File: src/hdl/jdc_pkg.sv
`default_nettype none

package jdc_pkg;

   // Port and field widths
   localparam int IN_W       = 40;
   localparam int OUT_W      = 48;
   localparam int YEAR_W     = 16;
   localparam int MONTH_W    = 4;
   localparam int DAY_W      = 5;
   localparam int HOUR_W     = 5;
   localparam int MIN_W      = 6;
   localparam int SEC_W      = 6;
   localparam int DAYNUM_W   = 24;
   localparam int SOD_W      = 17;
   localparam int CYCLE_W    = 16;
   localparam int DREM_W     = 10;
   localparam int MIDX_W     = 5;

   // Register stages ahead of the output register
   localparam int NUM_STAGES = 13;

   // Seconds domain
   localparam logic [SOD_W-1:0] HALF_DAY_SECS = 17'd43200;
   localparam logic [IN_W-1:0]  GAP_LO_SECS   = 40'(64'd2299150 * 64'd86400);
   localparam logic [IN_W-1:0]  GAP_HI_SECS   = 40'(64'd2299160 * 64'd86400);

   // 86400 = 675 * 128: the power-of-two part is a shift, 675 goes in two digits
   localparam logic [9:0]  DAY_DIV_ODD   = 10'd675;
   localparam int          DIV_HI_SH     = 27;
   localparam logic [63:0] DIV_HI_MUL_W  = ((64'd1 << DIV_HI_SH) + 64'd674) / 64'd675;
   localparam logic [17:0] DIV_HI_MUL    = DIV_HI_MUL_W[17:0];
   localparam int          DIV_LO_SH     = 37;
   localparam logic [63:0] DIV_LO_MUL_W  = ((64'd1 << DIV_LO_SH) + 64'd674) / 64'd675;
   localparam logic [27:0] DIV_LO_MUL    = DIV_LO_MUL_W[27:0];

   // Gregorian century correction: alpha = (100 z - 186721625) / 3652425
   localparam logic [DAYNUM_W-1:0] GREG_FIRST_DAY = 24'd2299161;
   localparam logic [30:0]  ALPHA_SCALE  = 31'd100;
   localparam logic [30:0]  ALPHA_BIAS   = 31'd186721625;
   localparam int           ALPHA_SH     = 53;
   localparam logic [63:0]  ALPHA_MUL_W  = ((64'd1 << ALPHA_SH) + 64'd3652424) / 64'd3652425;
   localparam logic [31:0]  ALPHA_MUL    = ALPHA_MUL_W[31:0];

   // Year cycle: c = (20 b - 2442) / 7305, b = a + 1524
   localparam logic [DAYNUM_W-1:0] B_OFFSET = 24'd1524;
   localparam logic [27:0]  C_SCALE      = 28'd20;
   localparam logic [27:0]  C_BIAS       = 28'd2442;
   localparam int           C_SH         = 41;
   localparam logic [63:0]  C_MUL_W      = ((64'd1 << C_SH) + 64'd7304) / 64'd7305;
   localparam logic [28:0]  C_MUL        = C_MUL_W[28:0];

   // Days of the cycle: d = 1461 c / 4
   localparam logic [26:0]  D_SCALE      = 27'd1461;

   // Month index: e = 10000 (b - d) / 306001
   localparam logic [23:0]  E_SCALE      = 24'd10000;
   localparam int           E_SH         = 43;
   localparam logic [63:0]  E_MUL_W      = ((64'd1 << E_SH) + 64'd306000) / 64'd306001;
   localparam logic [24:0]  E_MUL        = E_MUL_W[24:0];

   localparam logic [16:0]  YEAR_BIAS    = 17'd4715;
   localparam logic [MIDX_W-1:0] MONTH_WRAP = 5'd14;

   // Time of day
   localparam int           HOUR_SH        = 29;
   localparam logic [63:0]  HOUR_MUL_W     = ((64'd1 << HOUR_SH) + 64'd3599) / 64'd3600;
   localparam logic [17:0]  HOUR_MUL       = HOUR_MUL_W[17:0];
   localparam logic [16:0]  SECS_PER_HOUR  = 17'd3600;
   localparam int           MIN_SH         = 18;
   localparam logic [63:0]  MIN_MUL_W      = ((64'd1 << MIN_SH) + 64'd59) / 64'd60;
   localparam logic [12:0]  MIN_MUL        = MIN_MUL_W[12:0];
   localparam logic [11:0]  SECS_PER_MIN   = 12'd60;

   // floor(30.6001 e) for every month index
   localparam logic [DREM_W-1:0] MONTH_OFFSET [32] = '{
      10'd0,   10'd30,  10'd61,  10'd91,  10'd122, 10'd153, 10'd183, 10'd214,
      10'd244, 10'd275, 10'd306, 10'd336, 10'd367, 10'd397, 10'd428, 10'd459,
      10'd489, 10'd520, 10'd550, 10'd581, 10'd612, 10'd642, 10'd673, 10'd703,
      10'd734, 10'd765, 10'd795, 10'd826, 10'd856, 10'd887, 10'd918, 10'd948
   };

   typedef struct packed {
      logic [HOUR_W-1:0] hour;
      logic [MIN_W-1:0]  minute;
      logic [SEC_W-1:0]  second;
   } hms_type;

   typedef struct packed {
      logic [CYCLE_W-1:0] cycle;
      logic [DREM_W-1:0]  day_rem;
      logic [MIDX_W-1:0]  month_idx;
   } date_part_type;

   typedef struct packed {
      logic [NUM_STAGES-1:0] adv;
      logic                  last_valid;
      logic                  last_gap;
   } pipe_ctl_type;

endpackage

`default_nettype wire

File: src/hdl/jdc_pipe_ctl.sv
`default_nettype none

module jdc_pipe_ctl (
   input  logic                 clock,
   input  logic                 reset,
   input  logic                 in_valid,
   input  logic                 in_gap,
   input  logic                 drain_ready,
   output jdc_pkg::pipe_ctl_type ctl
);
   import jdc_pkg::*;

   logic [NUM_STAGES-1:0] adv;
   logic [NUM_STAGES-1:0] valid_ff, valid_in;
   logic [NUM_STAGES-1:0] gap_ff, gap_in;

   // A stage moves when it is empty or the stage after it moves
   always_comb begin
      adv[NUM_STAGES-1] = ~valid_ff[NUM_STAGES-1] | drain_ready;
      for (int k = NUM_STAGES - 2; k >= 0; k--) begin
         adv[k] = ~valid_ff[k] | adv[k+1];
      end
   end

   always_comb begin
      valid_in = valid_ff;
      gap_in   = gap_ff;
      if (adv[0]) begin
         valid_in[0] = in_valid;
         gap_in[0]   = in_gap;
      end
      for (int k = 1; k < NUM_STAGES; k++) begin
         if (adv[k]) begin
            valid_in[k] = valid_ff[k-1];
            gap_in[k]   = gap_ff[k-1];
         end
      end
   end

   always_ff @(posedge clock) begin
      if (reset) begin
         valid_ff <= '0;
      end else begin
         valid_ff <= valid_in;
      end
   end

   always_ff @(posedge clock) begin
      gap_ff <= gap_in;
   end

   assign ctl.adv        = adv;
   assign ctl.last_valid = valid_ff[NUM_STAGES-1];
   assign ctl.last_gap   = gap_ff[NUM_STAGES-1];

endmodule

`default_nettype wire

File: src/hdl/jdc_day_split.sv
`default_nettype none

module jdc_day_split (
   input  logic                          clock,
   input  logic [4:0]                    adv,
   input  logic [jdc_pkg::IN_W-1:0]      jd_seconds,
   output logic [jdc_pkg::DAYNUM_W-1:0]  day_num,
   output logic [jdc_pkg::SOD_W-1:0]     sec_of_day
);
   import jdc_pkg::*;

   // Stage 0: shift the origin to midnight
   logic [40:0] s0_t_in, s0_t_ff;
   assign s0_t_in = {1'b0, jd_seconds} + 41'(HALF_DAY_SECS);

   // Stage 1: high digit of (t >> 7) / 675
   logic [34:0] hi_prod;
   logic [7:0]  s1_q_in, s1_q_ff;
   logic [40:0] s1_t_ff;
   assign hi_prod = 35'(s0_t_ff[40:24]) * 35'(DIV_HI_MUL);
   assign s1_q_in = hi_prod[DIV_HI_SH +: 8];

   // Stage 2: carry the high remainder into the low digit
   logic [16:0] hi_rem;
   logic [26:0] s2_n_in, s2_n_ff;
   logic [7:0]  s2_q_ff;
   logic [6:0]  s2_lo_ff;
   assign hi_rem  = s1_t_ff[40:24] - (17'(s1_q_ff) * 17'(DAY_DIV_ODD));
   assign s2_n_in = {hi_rem[9:0], s1_t_ff[23:7]};

   // Stage 3: low digit
   logic [54:0] lo_prod;
   logic [16:0] s3_q_in, s3_q_ff;
   logic [26:0] s3_n_ff;
   logic [7:0]  s3_qh_ff;
   logic [6:0]  s3_lo_ff;
   assign lo_prod = 55'(s2_n_ff) * 55'(DIV_LO_MUL);
   assign s3_q_in = lo_prod[DIV_LO_SH +: 17];

   // Stage 4: day number and seconds since midnight
   logic [26:0]          lo_rem;
   logic [DAYNUM_W-1:0]  s4_z_in, s4_z_ff;
   logic [SOD_W-1:0]     s4_f_in, s4_f_ff;
   assign lo_rem  = s3_n_ff - (27'(s3_q_ff) * 27'(DAY_DIV_ODD));
   assign s4_f_in = {lo_rem[9:0], s3_lo_ff};
   assign s4_z_in = {s3_qh_ff[6:0], s3_q_ff};

   always_ff @(posedge clock) begin
      if (adv[0]) begin
         s0_t_ff <= s0_t_in;
      end
      if (adv[1]) begin
         s1_q_ff <= s1_q_in;
         s1_t_ff <= s0_t_ff;
      end
      if (adv[2]) begin
         s2_n_ff  <= s2_n_in;
         s2_q_ff  <= s1_q_ff;
         s2_lo_ff <= s1_t_ff[6:0];
      end
      if (adv[3]) begin
         s3_q_ff  <= s3_q_in;
         s3_n_ff  <= s2_n_ff;
         s3_qh_ff <= s2_q_ff;
         s3_lo_ff <= s2_lo_ff;
      end
      if (adv[4]) begin
         s4_z_ff <= s4_z_in;
         s4_f_ff <= s4_f_in;
      end
   end

   assign day_num    = s4_z_ff;
   assign sec_of_day = s4_f_ff;

endmodule

`default_nettype wire

File: src/hdl/jdc_date_calc.sv
`default_nettype none

module jdc_date_calc (
   input  logic                          clock,
   input  logic [7:0]                    adv,
   input  logic [jdc_pkg::DAYNUM_W-1:0]  day_num,
   output jdc_pkg::date_part_type        date_part
);
   import jdc_pkg::*;

   // Stage 0: Gregorian test and numerator of the century correction
   logic                 s0_greg_in, s0_greg_ff;
   logic [30:0]          s0_n_in, s0_n_ff;
   logic [DAYNUM_W-1:0]  s0_z_ff;
   assign s0_greg_in = day_num >= GREG_FIRST_DAY;
   assign s0_n_in    = (31'(day_num) * ALPHA_SCALE) - ALPHA_BIAS;

   // Stage 1: alpha
   logic [62:0]          alpha_prod;
   logic [9:0]           s1_alpha_in, s1_alpha_ff;
   logic                 s1_greg_ff;
   logic [DAYNUM_W-1:0]  s1_z_ff;
   assign alpha_prod  = 63'(s0_n_ff) * 63'(ALPHA_MUL);
   assign s1_alpha_in = alpha_prod[ALPHA_SH +: 10];

   // Stage 2: corrected day number, offset into the year cycle
   logic [DAYNUM_W-1:0]  a_val;
   logic [DAYNUM_W-1:0]  s2_b_in, s2_b_ff;
   assign a_val   = s1_greg_ff
                  ? s1_z_ff + 24'd1 + 24'(s1_alpha_ff) - 24'(s1_alpha_ff[9:2])
                  : s1_z_ff;
   assign s2_b_in = a_val + B_OFFSET;

   // Stage 3: scaled numerator of the cycle year
   logic [27:0]          s3_n_in, s3_n_ff;
   logic [DAYNUM_W-1:0]  s3_b_ff;
   assign s3_n_in = (28'(s2_b_ff) * C_SCALE) - C_BIAS;

   // Stage 4: cycle year
   logic [56:0]          c_prod;
   logic [CYCLE_W-1:0]   s4_c_in, s4_c_ff;
   logic [DAYNUM_W-1:0]  s4_b_ff;
   assign c_prod  = 57'(s3_n_ff) * 57'(C_MUL);
   assign s4_c_in = c_prod[C_SH +: CYCLE_W];

   // Stage 5: days left in the cycle year
   logic [26:0]          d_prod;
   logic [24:0]          bd_full;
   logic [DREM_W-1:0]    s5_bd_in, s5_bd_ff;
   logic [CYCLE_W-1:0]   s5_c_ff;
   assign d_prod   = 27'(s4_c_ff) * D_SCALE;
   assign bd_full  = 25'(s4_b_ff) - d_prod[26:2];
   assign s5_bd_in = bd_full[DREM_W-1:0];

   // Stage 6: scale for the month division
   logic [23:0]          s6_ne_in, s6_ne_ff;
   logic [DREM_W-1:0]    s6_bd_ff;
   logic [CYCLE_W-1:0]   s6_c_ff;
   assign s6_ne_in = 24'(s5_bd_ff) * E_SCALE;

   // Stage 7: month index
   logic [48:0]          e_prod;
   logic [MIDX_W-1:0]    s7_e_in, s7_e_ff;
   logic [DREM_W-1:0]    s7_bd_ff;
   logic [CYCLE_W-1:0]   s7_c_ff;
   assign e_prod  = 49'(s6_ne_ff) * 49'(E_MUL);
   assign s7_e_in = e_prod[E_SH +: MIDX_W];

   always_ff @(posedge clock) begin
      if (adv[0]) begin
         s0_greg_ff <= s0_greg_in;
         s0_n_ff    <= s0_n_in;
         s0_z_ff    <= day_num;
      end
      if (adv[1]) begin
         s1_alpha_ff <= s1_alpha_in;
         s1_greg_ff  <= s0_greg_ff;
         s1_z_ff     <= s0_z_ff;
      end
      if (adv[2]) begin
         s2_b_ff <= s2_b_in;
      end
      if (adv[3]) begin
         s3_n_ff <= s3_n_in;
         s3_b_ff <= s2_b_ff;
      end
      if (adv[4]) begin
         s4_c_ff <= s4_c_in;
         s4_b_ff <= s3_b_ff;
      end
      if (adv[5]) begin
         s5_bd_ff <= s5_bd_in;
         s5_c_ff  <= s4_c_ff;
      end
      if (adv[6]) begin
         s6_ne_ff <= s6_ne_in;
         s6_bd_ff <= s5_bd_ff;
         s6_c_ff  <= s5_c_ff;
      end
      if (adv[7]) begin
         s7_e_ff  <= s7_e_in;
         s7_bd_ff <= s6_bd_ff;
         s7_c_ff  <= s6_c_ff;
      end
   end

   assign date_part.cycle     = s7_c_ff;
   assign date_part.day_rem   = s7_bd_ff;
   assign date_part.month_idx = s7_e_ff;

endmodule

`default_nettype wire

File: src/hdl/jdc_tod_calc.sv
`default_nettype none

module jdc_tod_calc (
   input  logic                       clock,
   input  logic [7:0]                 adv,
   input  logic [jdc_pkg::SOD_W-1:0]  sec_of_day,
   output jdc_pkg::hms_type           hms
);
   import jdc_pkg::*;

   localparam int DELAY = 5;

   // Stage 0: hour
   logic [34:0]        hour_prod;
   logic [HOUR_W-1:0]  s0_hour_in, s0_hour_ff;
   logic [SOD_W-1:0]   s0_sod_ff;
   assign hour_prod  = 35'(sec_of_day) * 35'(HOUR_MUL);
   assign s0_hour_in = hour_prod[HOUR_SH +: HOUR_W];

   // Stage 1: seconds within the hour
   logic [16:0]        hour_rem;
   logic [11:0]        s1_rem_in, s1_rem_ff;
   logic [HOUR_W-1:0]  s1_hour_ff;
   assign hour_rem  = s0_sod_ff - (17'(s0_hour_ff) * SECS_PER_HOUR);
   assign s1_rem_in = hour_rem[11:0];

   // Stage 2: minute
   logic [24:0]        min_prod;
   logic [MIN_W-1:0]   s2_min_in, s2_min_ff;
   logic [11:0]        s2_rem_ff;
   logic [HOUR_W-1:0]  s2_hour_ff;
   assign min_prod  = 25'(s1_rem_ff) * 25'(MIN_MUL);
   assign s2_min_in = min_prod[MIN_SH +: MIN_W];

   // Stage 3: second, then hold the result until the date catches up
   logic [11:0]  min_rem;
   hms_type      hms_in;
   hms_type      hms_ff [DELAY];
   assign min_rem       = s2_rem_ff - (12'(s2_min_ff) * SECS_PER_MIN);
   assign hms_in.hour   = s2_hour_ff;
   assign hms_in.minute = s2_min_ff;
   assign hms_in.second = min_rem[SEC_W-1:0];

   always_ff @(posedge clock) begin
      if (adv[0]) begin
         s0_hour_ff <= s0_hour_in;
         s0_sod_ff  <= sec_of_day;
      end
      if (adv[1]) begin
         s1_rem_ff  <= s1_rem_in;
         s1_hour_ff <= s0_hour_ff;
      end
      if (adv[2]) begin
         s2_min_ff  <= s2_min_in;
         s2_rem_ff  <= s1_rem_ff;
         s2_hour_ff <= s1_hour_ff;
      end
      if (adv[3]) begin
         hms_ff[0] <= hms_in;
      end
      for (int k = 1; k < DELAY; k++) begin
         if (adv[3+k]) begin
            hms_ff[k] <= hms_ff[k-1];
         end
      end
   end

   assign hms = hms_ff[DELAY-1];

endmodule

`default_nettype wire

File: src/hdl/julian_day_to_calendar_date.sv
`default_nettype none

// Julian day to calendar date and time of day. Each input item is a Julian
// day in whole seconds (day number times 86400, counted from noon of the
// epoch); each produces exactly one result item holding year, month, day of
// month, hour, minute and second, in input order. Dates from 1582-10-15 on
// carry the Gregorian century correction, earlier dates stay Julian. Inputs
// whose day lies in [2299150, 2299160) come back with tuser = 0 and all data
// fields zero. The block takes one item per clock while back-pressure on
// rsp_tready does not hold it; its pipeline depth is set by the chain of
// constant-divisor reciprocal multipliers (day split, century correction,
// cycle year, month index), each followed by its remainder step. Every stage
// holds when the stage after it is full and stalled, so back-pressure on
// rsp_tready loses and repeats nothing, and empty slots close up.
module julian_day_to_calendar_date (
   input  logic                       clock,
   input  logic                       reset,
   // Input item
   input  logic                       req_tvalid,
   output logic                       req_tready,
   input  logic [jdc_pkg::IN_W-1:0]   req_tdata,   // [39:0] jd_seconds
   // Result item
   output logic                       rsp_tvalid,
   input  logic                       rsp_tready,
   output logic [jdc_pkg::OUT_W-1:0]  rsp_tdata,   // [15:0] year, [19:16] month,
                                                   // [24:20] day_of_month,
                                                   // [29:25] hour, [35:30] minute,
                                                   // [41:36] second, [47:42] zero
   output logic [0:0]                 rsp_tuser    // [0] valid_res
);
   import jdc_pkg::*;

   pipe_ctl_type         ctl;
   logic                 in_gap;
   logic                 out_adv;
   logic [DAYNUM_W-1:0]  day_num;
   logic [SOD_W-1:0]     sec_of_day;
   date_part_type        date_part;
   hms_type              hms;

   // Flag the calendar reform gap straight off the input
   assign in_gap = (req_tdata >= GAP_LO_SECS) && (req_tdata < GAP_HI_SECS);

   jdc_pipe_ctl u_ctl (
      .clock       (clock),
      .reset       (reset),
      .in_valid    (req_tvalid),
      .in_gap      (in_gap),
      .drain_ready (out_adv),
      .ctl         (ctl)
   );

   assign req_tready = ctl.adv[0];

   jdc_day_split u_day_split (
      .clock      (clock),
      .adv        (ctl.adv[4:0]),
      .jd_seconds (req_tdata),
      .day_num    (day_num),
      .sec_of_day (sec_of_day)
   );

   jdc_date_calc u_date_calc (
      .clock     (clock),
      .adv       (ctl.adv[12:5]),
      .day_num   (day_num),
      .date_part (date_part)
   );

   jdc_tod_calc u_tod_calc (
      .clock      (clock),
      .adv        (ctl.adv[12:5]),
      .sec_of_day (sec_of_day),
      .hms        (hms)
   );

   // Final stage: day of month, month and year from the cycle terms
   logic [DREM_W-1:0]   dd_full;
   logic [MIDX_W-1:0]   mo_full;
   logic [16:0]         yr_full;
   logic [OUT_W-1:0]    rsp_tdata_in, rsp_tdata_ff;
   logic                rsp_tuser_in, rsp_tuser_ff;
   logic                rsp_tvalid_ff;

   assign dd_full = date_part.day_rem - MONTH_OFFSET[date_part.month_idx];
   assign mo_full = (date_part.month_idx < MONTH_WRAP)
                  ? date_part.month_idx - 5'd1
                  : date_part.month_idx - 5'd13;
   // Months after February still belong to the previous cycle year
   assign yr_full = 17'(date_part.cycle) - YEAR_BIAS - 17'(mo_full > 5'd2);

   always_comb begin
      if (ctl.last_gap) begin
         rsp_tdata_in = '0;
         rsp_tuser_in = 1'b0;
      end else begin
         rsp_tdata_in = {6'd0, hms.second, hms.minute, hms.hour,
                         dd_full[DAY_W-1:0], mo_full[MONTH_W-1:0],
                         yr_full[YEAR_W-1:0]};
         rsp_tuser_in = 1'b1;
      end
   end

   // Output register: refill when empty or when the current item is taken
   assign out_adv = ~rsp_tvalid_ff | rsp_tready;

   always_ff @(posedge clock) begin
      if (reset) begin
         rsp_tvalid_ff <= 1'b0;
      end else if (out_adv) begin
         rsp_tvalid_ff <= ctl.last_valid;
      end
   end

   always_ff @(posedge clock) begin
      if (out_adv) begin
         rsp_tdata_ff <= rsp_tdata_in;
         rsp_tuser_ff <= rsp_tuser_in;
      end
   end

   assign rsp_tvalid   = rsp_tvalid_ff;
   assign rsp_tdata    = rsp_tdata_ff;
   assign rsp_tuser[0] = rsp_tuser_ff;

   // An item in the reform gap carries no date and no time
   a_gap_zero : assert property (@(posedge clock) disable iff (reset)
      (rsp_tvalid && !rsp_tuser[0]) |-> (rsp_tdata == '0))
      else $error("reform gap item with nonzero fields");

   // A real date has a month and a day in range
   a_date_range : assert property (@(posedge clock) disable iff (reset)
      (rsp_tvalid && rsp_tuser[0]) |->
         (rsp_tdata[19:16] != 4'd0 && rsp_tdata[19:16] <= 4'd12 &&
          rsp_tdata[24:20] != 5'd0))
      else $error("month or day of month out of range");

   // Time of day split stays in range
   a_clock_range : assert property (@(posedge clock) disable iff (reset)
      rsp_tvalid |->
         (rsp_tdata[29:25] < 5'd24 && rsp_tdata[35:30] < 6'd60 &&
          rsp_tdata[41:36] < 6'd60))
      else $error("hour, minute or second out of range");

endmodule

`default_nettype wire
File: config.mk
export PLATFORM = sky130hd
export DESIGN_NAME = julian_day_to_calendar_date
export DESIGN_NICKNAME = d
export VERILOG_FILES = /design/src/hdl/jdc_pkg.sv /design/src/hdl/jdc_pipe_ctl.sv /design/src/hdl/jdc_day_split.sv /design/src/hdl/jdc_date_calc.sv /design/src/hdl/jdc_tod_calc.sv /design/src/hdl/julian_day_to_calendar_date.sv
export SDC_FILE = /design/constraint.sdc
export NUM_CORES = 2
export LEC_CHECK = 0
export BUFFER_PORTS_ARGS = -buffer_cell sky130_fd_sc_hd__buf_2
export CORE_MARGIN = 5
export CORE_UTILIZATION = 60
export CTS_CLUSTER_SIZE = 10
export DETAILED_ROUTE_END_ITERATION = 8
export MAX_ROUTING_LAYER = met4
export PLACE_DENSITY_LB_ADDON = 0.25
export SLEW_MARGIN = 5
export SYNTH_ARGS = -nofsm -noshare
export SYNTH_HDL_FRONTEND = slang
export SYNTH_SLANG_ARGS = --single-unit
export TNS_END_PERCENT = 100
File: constraint.sdc
create_clock -name clock -period 9.1 [get_ports clock]
set_clock_uncertainty 0.05 [all_clocks]
set_input_delay 1.365 -clock clock [delete_from_list [all_inputs] [get_ports clock]]
set_output_delay 1.365 -clock clock [all_outputs]
set_load 0.02 [all_outputs]
==> summary.md <==
| Metric | Value |
|---|---|
| Critical Path, Cell by Cell | `inv_1, fa_1, inv_1, fa_1, fa_1, fa_1, fa_1, fa_1, fa_1, ha_1, ha_1, and3_1, a221oi_1, o211ai_1, a21oi_1, o211ai_1, a31oi_1, nor2_1, o21a_1, a311oi_1, xnor2_1` |
| CTS tree | `built` |
| Worst hold slack | `around 0.35 ns` |
| Slew Viols, Final | `0` |
| Clock tree buffer depth | `3` |
| Commonest non-fill, non-tap cell in the layout | `inv_1` |
| Htree depth | `3` |
| Commonest cells after routing, fill and taps aside | `2,401 x inv_1, 1,911 x ha_1, 1,307 x fa_1` |
| Post-layout min period | `8.127 ns` |
| CP arrival | `about 8.5 ns` |
| Post-CTS sizing | `0` |
| Yosys Warn Count | `0` |
| Largest net degree at the start of global routing | `55` |
| Initial antenna violation count | `10` |
| Post-synth ARST share | `0` |
| Initial DRC count | `3,401` |
| Final setup fails | `0` |
| Vias in the first global route | `~61,000` |
| CTS root buffer | `clkbuf_16` |
| Setup TNS Final | `0 ns` |
| I/O Pins | `95` |
| Total Wirelength | `between 200,000 and 250,000 um` |
| Die Area | `around 0.16 mm^2` |
| GR Overflow Total | `0` |
| Synthesized area per cell | `approximately 11 um^2` |
| Cell count after synthesis | `8,174` |
| Worst Tran Pin Value | `1.094 ns` |
| Insertion delay to the later sink of the worst-skew pair | `~0.70 ns` |
| Synth cell types | `slightly above 90` |
| Dpl hpwl | `roughly 170,000 um` |
| CTS clk-pin slew, worst paths | `0.06 ns` |
| Max-capacitance violation count | `0` |
| Fillers | `~12,000` |
| Most used cell, CP | `fa_1` |
| Synthesized area | `about 0.091 mm^2` |
| Die Y | `approximately 400 um` |
| Core area | `around 0.15 mm^2` |
| RSZ-0062 raised after global routing | `false` |
| Post-CTS Setup Inserts | `0` |
| Critical Setup Path Class | `reg2reg` |
| Kind of end point of the critical path | `register` |
| Wire length per cell | `19.24 um` |
| Largest stage delay on the critical path | `~0.63 ns` |
| Worst setup SP type | `register` |
| Part of the cycle the worst path needs | `0.8930` |
| Number of enable flip-flop cells after synthesis | `662` |
| Worst EP required | `approximately 9.5 ns` |
| Sequential element share of the synthesized area | `0.2209` |
| Antenna viol nets, final | `0` |
| Critical Path Fanout Max | `10` |
| Remaining DRCs | `0` |
| Clk sinks | `~680` |
| Hold/Removal Path Class | `reg2reg` |
| CTS Buf Count | `a little over 80` |
| Final Wtd Congestion | `0.9939` |
| NumNets Final | `approximately 12,000` |
| Port Buffers | `just under 90` |
| P&R area growth vs syn | `6.096%` |
| Endpoints failing hold | `0` |
| Vias | `56,044` |
| Die X | `about 400 um` |
| TritonRoute pass-1 iters | `5` |
| Fmax | `~120 MHz` |
| CP max stage cell | `edfxtp_1` |
| Rel. slew slack | `0.2682` |
| GRT Util Overall | `0.2694` |
| # hold bufs at CTS | `0` |
| Status | `completed` |
| Layout cell share with drive strength beyond 1 | `0.03056` |
| Global-route wire length before repair | `about 330,000 um` |
| Initial core utilization | `0.6023` |
| DR vias/cell | `between 5 and 6` |
| # rows | `143` |
| Main flop type after synthesis | `edfxtp_1` |
| Register bit count reported by yosys | `a little under 700` |
==> Yosys cell counts (9+ instances only) <==
cell,n,area (um^2)
a21o_1,124,930.9
and3_1,26,162.7
edfxtp_1,662,19880
or3_1,16,100.1
clkbuf_1,24,90.09
and2_1,20,125.1
a21boi_0,11,82.58
o2111ai_1,9,78.83
nor2b_1,53,331.6
o21ai_1,11,55.05
ha_1,1911,23910
o31ai_1,13,97.59
xnor2_1,230,2014
dfxtp_1,14,280.3
nand3_1,59,295.3
inv_1,2407,9035
fa_1,1307,26170
nand4_1,45,281.5
o211ai_1,15,112.6
mux2i_1,17,170.2
or2_2,17,106.4
nor2_1,182,683.2
xor2_1,96,840.8
a211oi_1,25,187.7
nand2_1,148,555.5
a31oi_1,22,137.6
a211o_1,12,105.1
a21oi_1,229,1146
nor4_1,11,68.82
nor3_1,57,285.3
o21a_1,45,337.8
o21ai_0,114,570.6
o21bai_1,35,262.8
and4_1,14,122.6
nand2b_1,34,212.7
==> metrics by stage <==
stage          instance area, um^2  instances    util  setup WS [ns]
2_1_floorplan                91300       8179       -          1.942
5_1_grt                      96840      10414  0.6390         0.6972
3_5_place_dp                 94280      10280  0.6221          1.082
3_3_place_gp                 94280      10280  0.6221          1.241
4_1_cts                      96820      10407  0.6389          1.094
6_report                     96840      10415  0.6390         0.9735
==> layer usage <==
layer | wire length (um) | vias up | track usage
li1 | - | 26524 | -
met1 | 88490 | 27932 | 0.3608
met4 | 6711 | 0 | 0.07920
met5 | 0 | - | -
met2 | 94370 | 1286 | 0.4294
met3 | 10780 | 302 | 0.04329
==> cells by family after synthesis <==
family,synth area share
adders and majority gates,0.5486
muxes,0.002358
and+or+nand+nor,0.03983
DFF,0.2209
xor gates and xnor gates,0.03158
buffers and inverters,0.1008
other,0.00004108
AOI/OAI and AO/OA,0.05589
==> area by class of cell <==
type,count,area [um^2],area share
Antenna cell,8,20.02,0.0002067
Clock buffer,103,2162,0.02233
Clock inverter,24,377.9,0.003902
Inverter,2408,9039,0.09333
Multi-Input combinational cell,5058,61950,0.6397
Sequential cell,676,20160,0.2082
Tap cell,2030,2540,0.02623
Timing Repair Buffer,108,590.6,0.006098
==> worst max-delay path: cells and delay by family, from the launching register on <==
| family | cells | cell delay [ns] |
|---|---|---|
| DFF | 1 | 0.63 |
| and+or+nand+nor | 2 | 0.32 |
| adders and majority gates | 9 | 4.22 |
| AOI/OAI and AO/OA | 7 | 2.23 |
| buffers and inverters | 2 | 0.33 |
| xor gates and xnor gates | 1 | 0.09 |
==> path summary, 6_finish.rpt <==
path	slack, ns	endpoint	startpoint	cells after the start
worst max-delay path	0.97	u_date_calc.s1_alpha_ff[8]	u_date_calc.s0_n_ff[9]	21
worst min register to register	0.35	u_date_calc.s1_z_ff[16]	u_date_calc.s0_z_ff[16]	0
worst min-delay path	0.35	u_date_calc.s1_z_ff[16]	u_date_calc.s0_z_ff[16]	0
worst max register to register	0.97	u_date_calc.s1_alpha_ff[8]	u_date_calc.s0_n_ff[9]	21
==> flip-flops by register name, summed over array words and instances (netlist names), 17 cells and up <==
| name | flops |
|---|---|
| u_day_split.s0_t_ff | 41 |
| u_date_calc.s2_b_ff | 24 |
| u_tod_calc.hms_ff | 85 |
| u_day_split.s3_q_ff | 17 |
| u_day_split.s1_t_ff | 34 |
| u_day_split.sec_of_day | 17 |
| u_date_calc.s1_z_ff | 24 |
| u_date_calc.s0_z_ff | 24 |
| rsp_tdata | 42 |
| u_date_calc.s0_n_ff | 29 |
| u_day_split.s2_n_ff | 27 |
| u_day_split.day_num | 24 |
| u_date_calc.s3_n_ff | 26 |
Power is not shown: default switching activity piles up to over one toggle a cycle in this logic, so the estimate is an artifact.
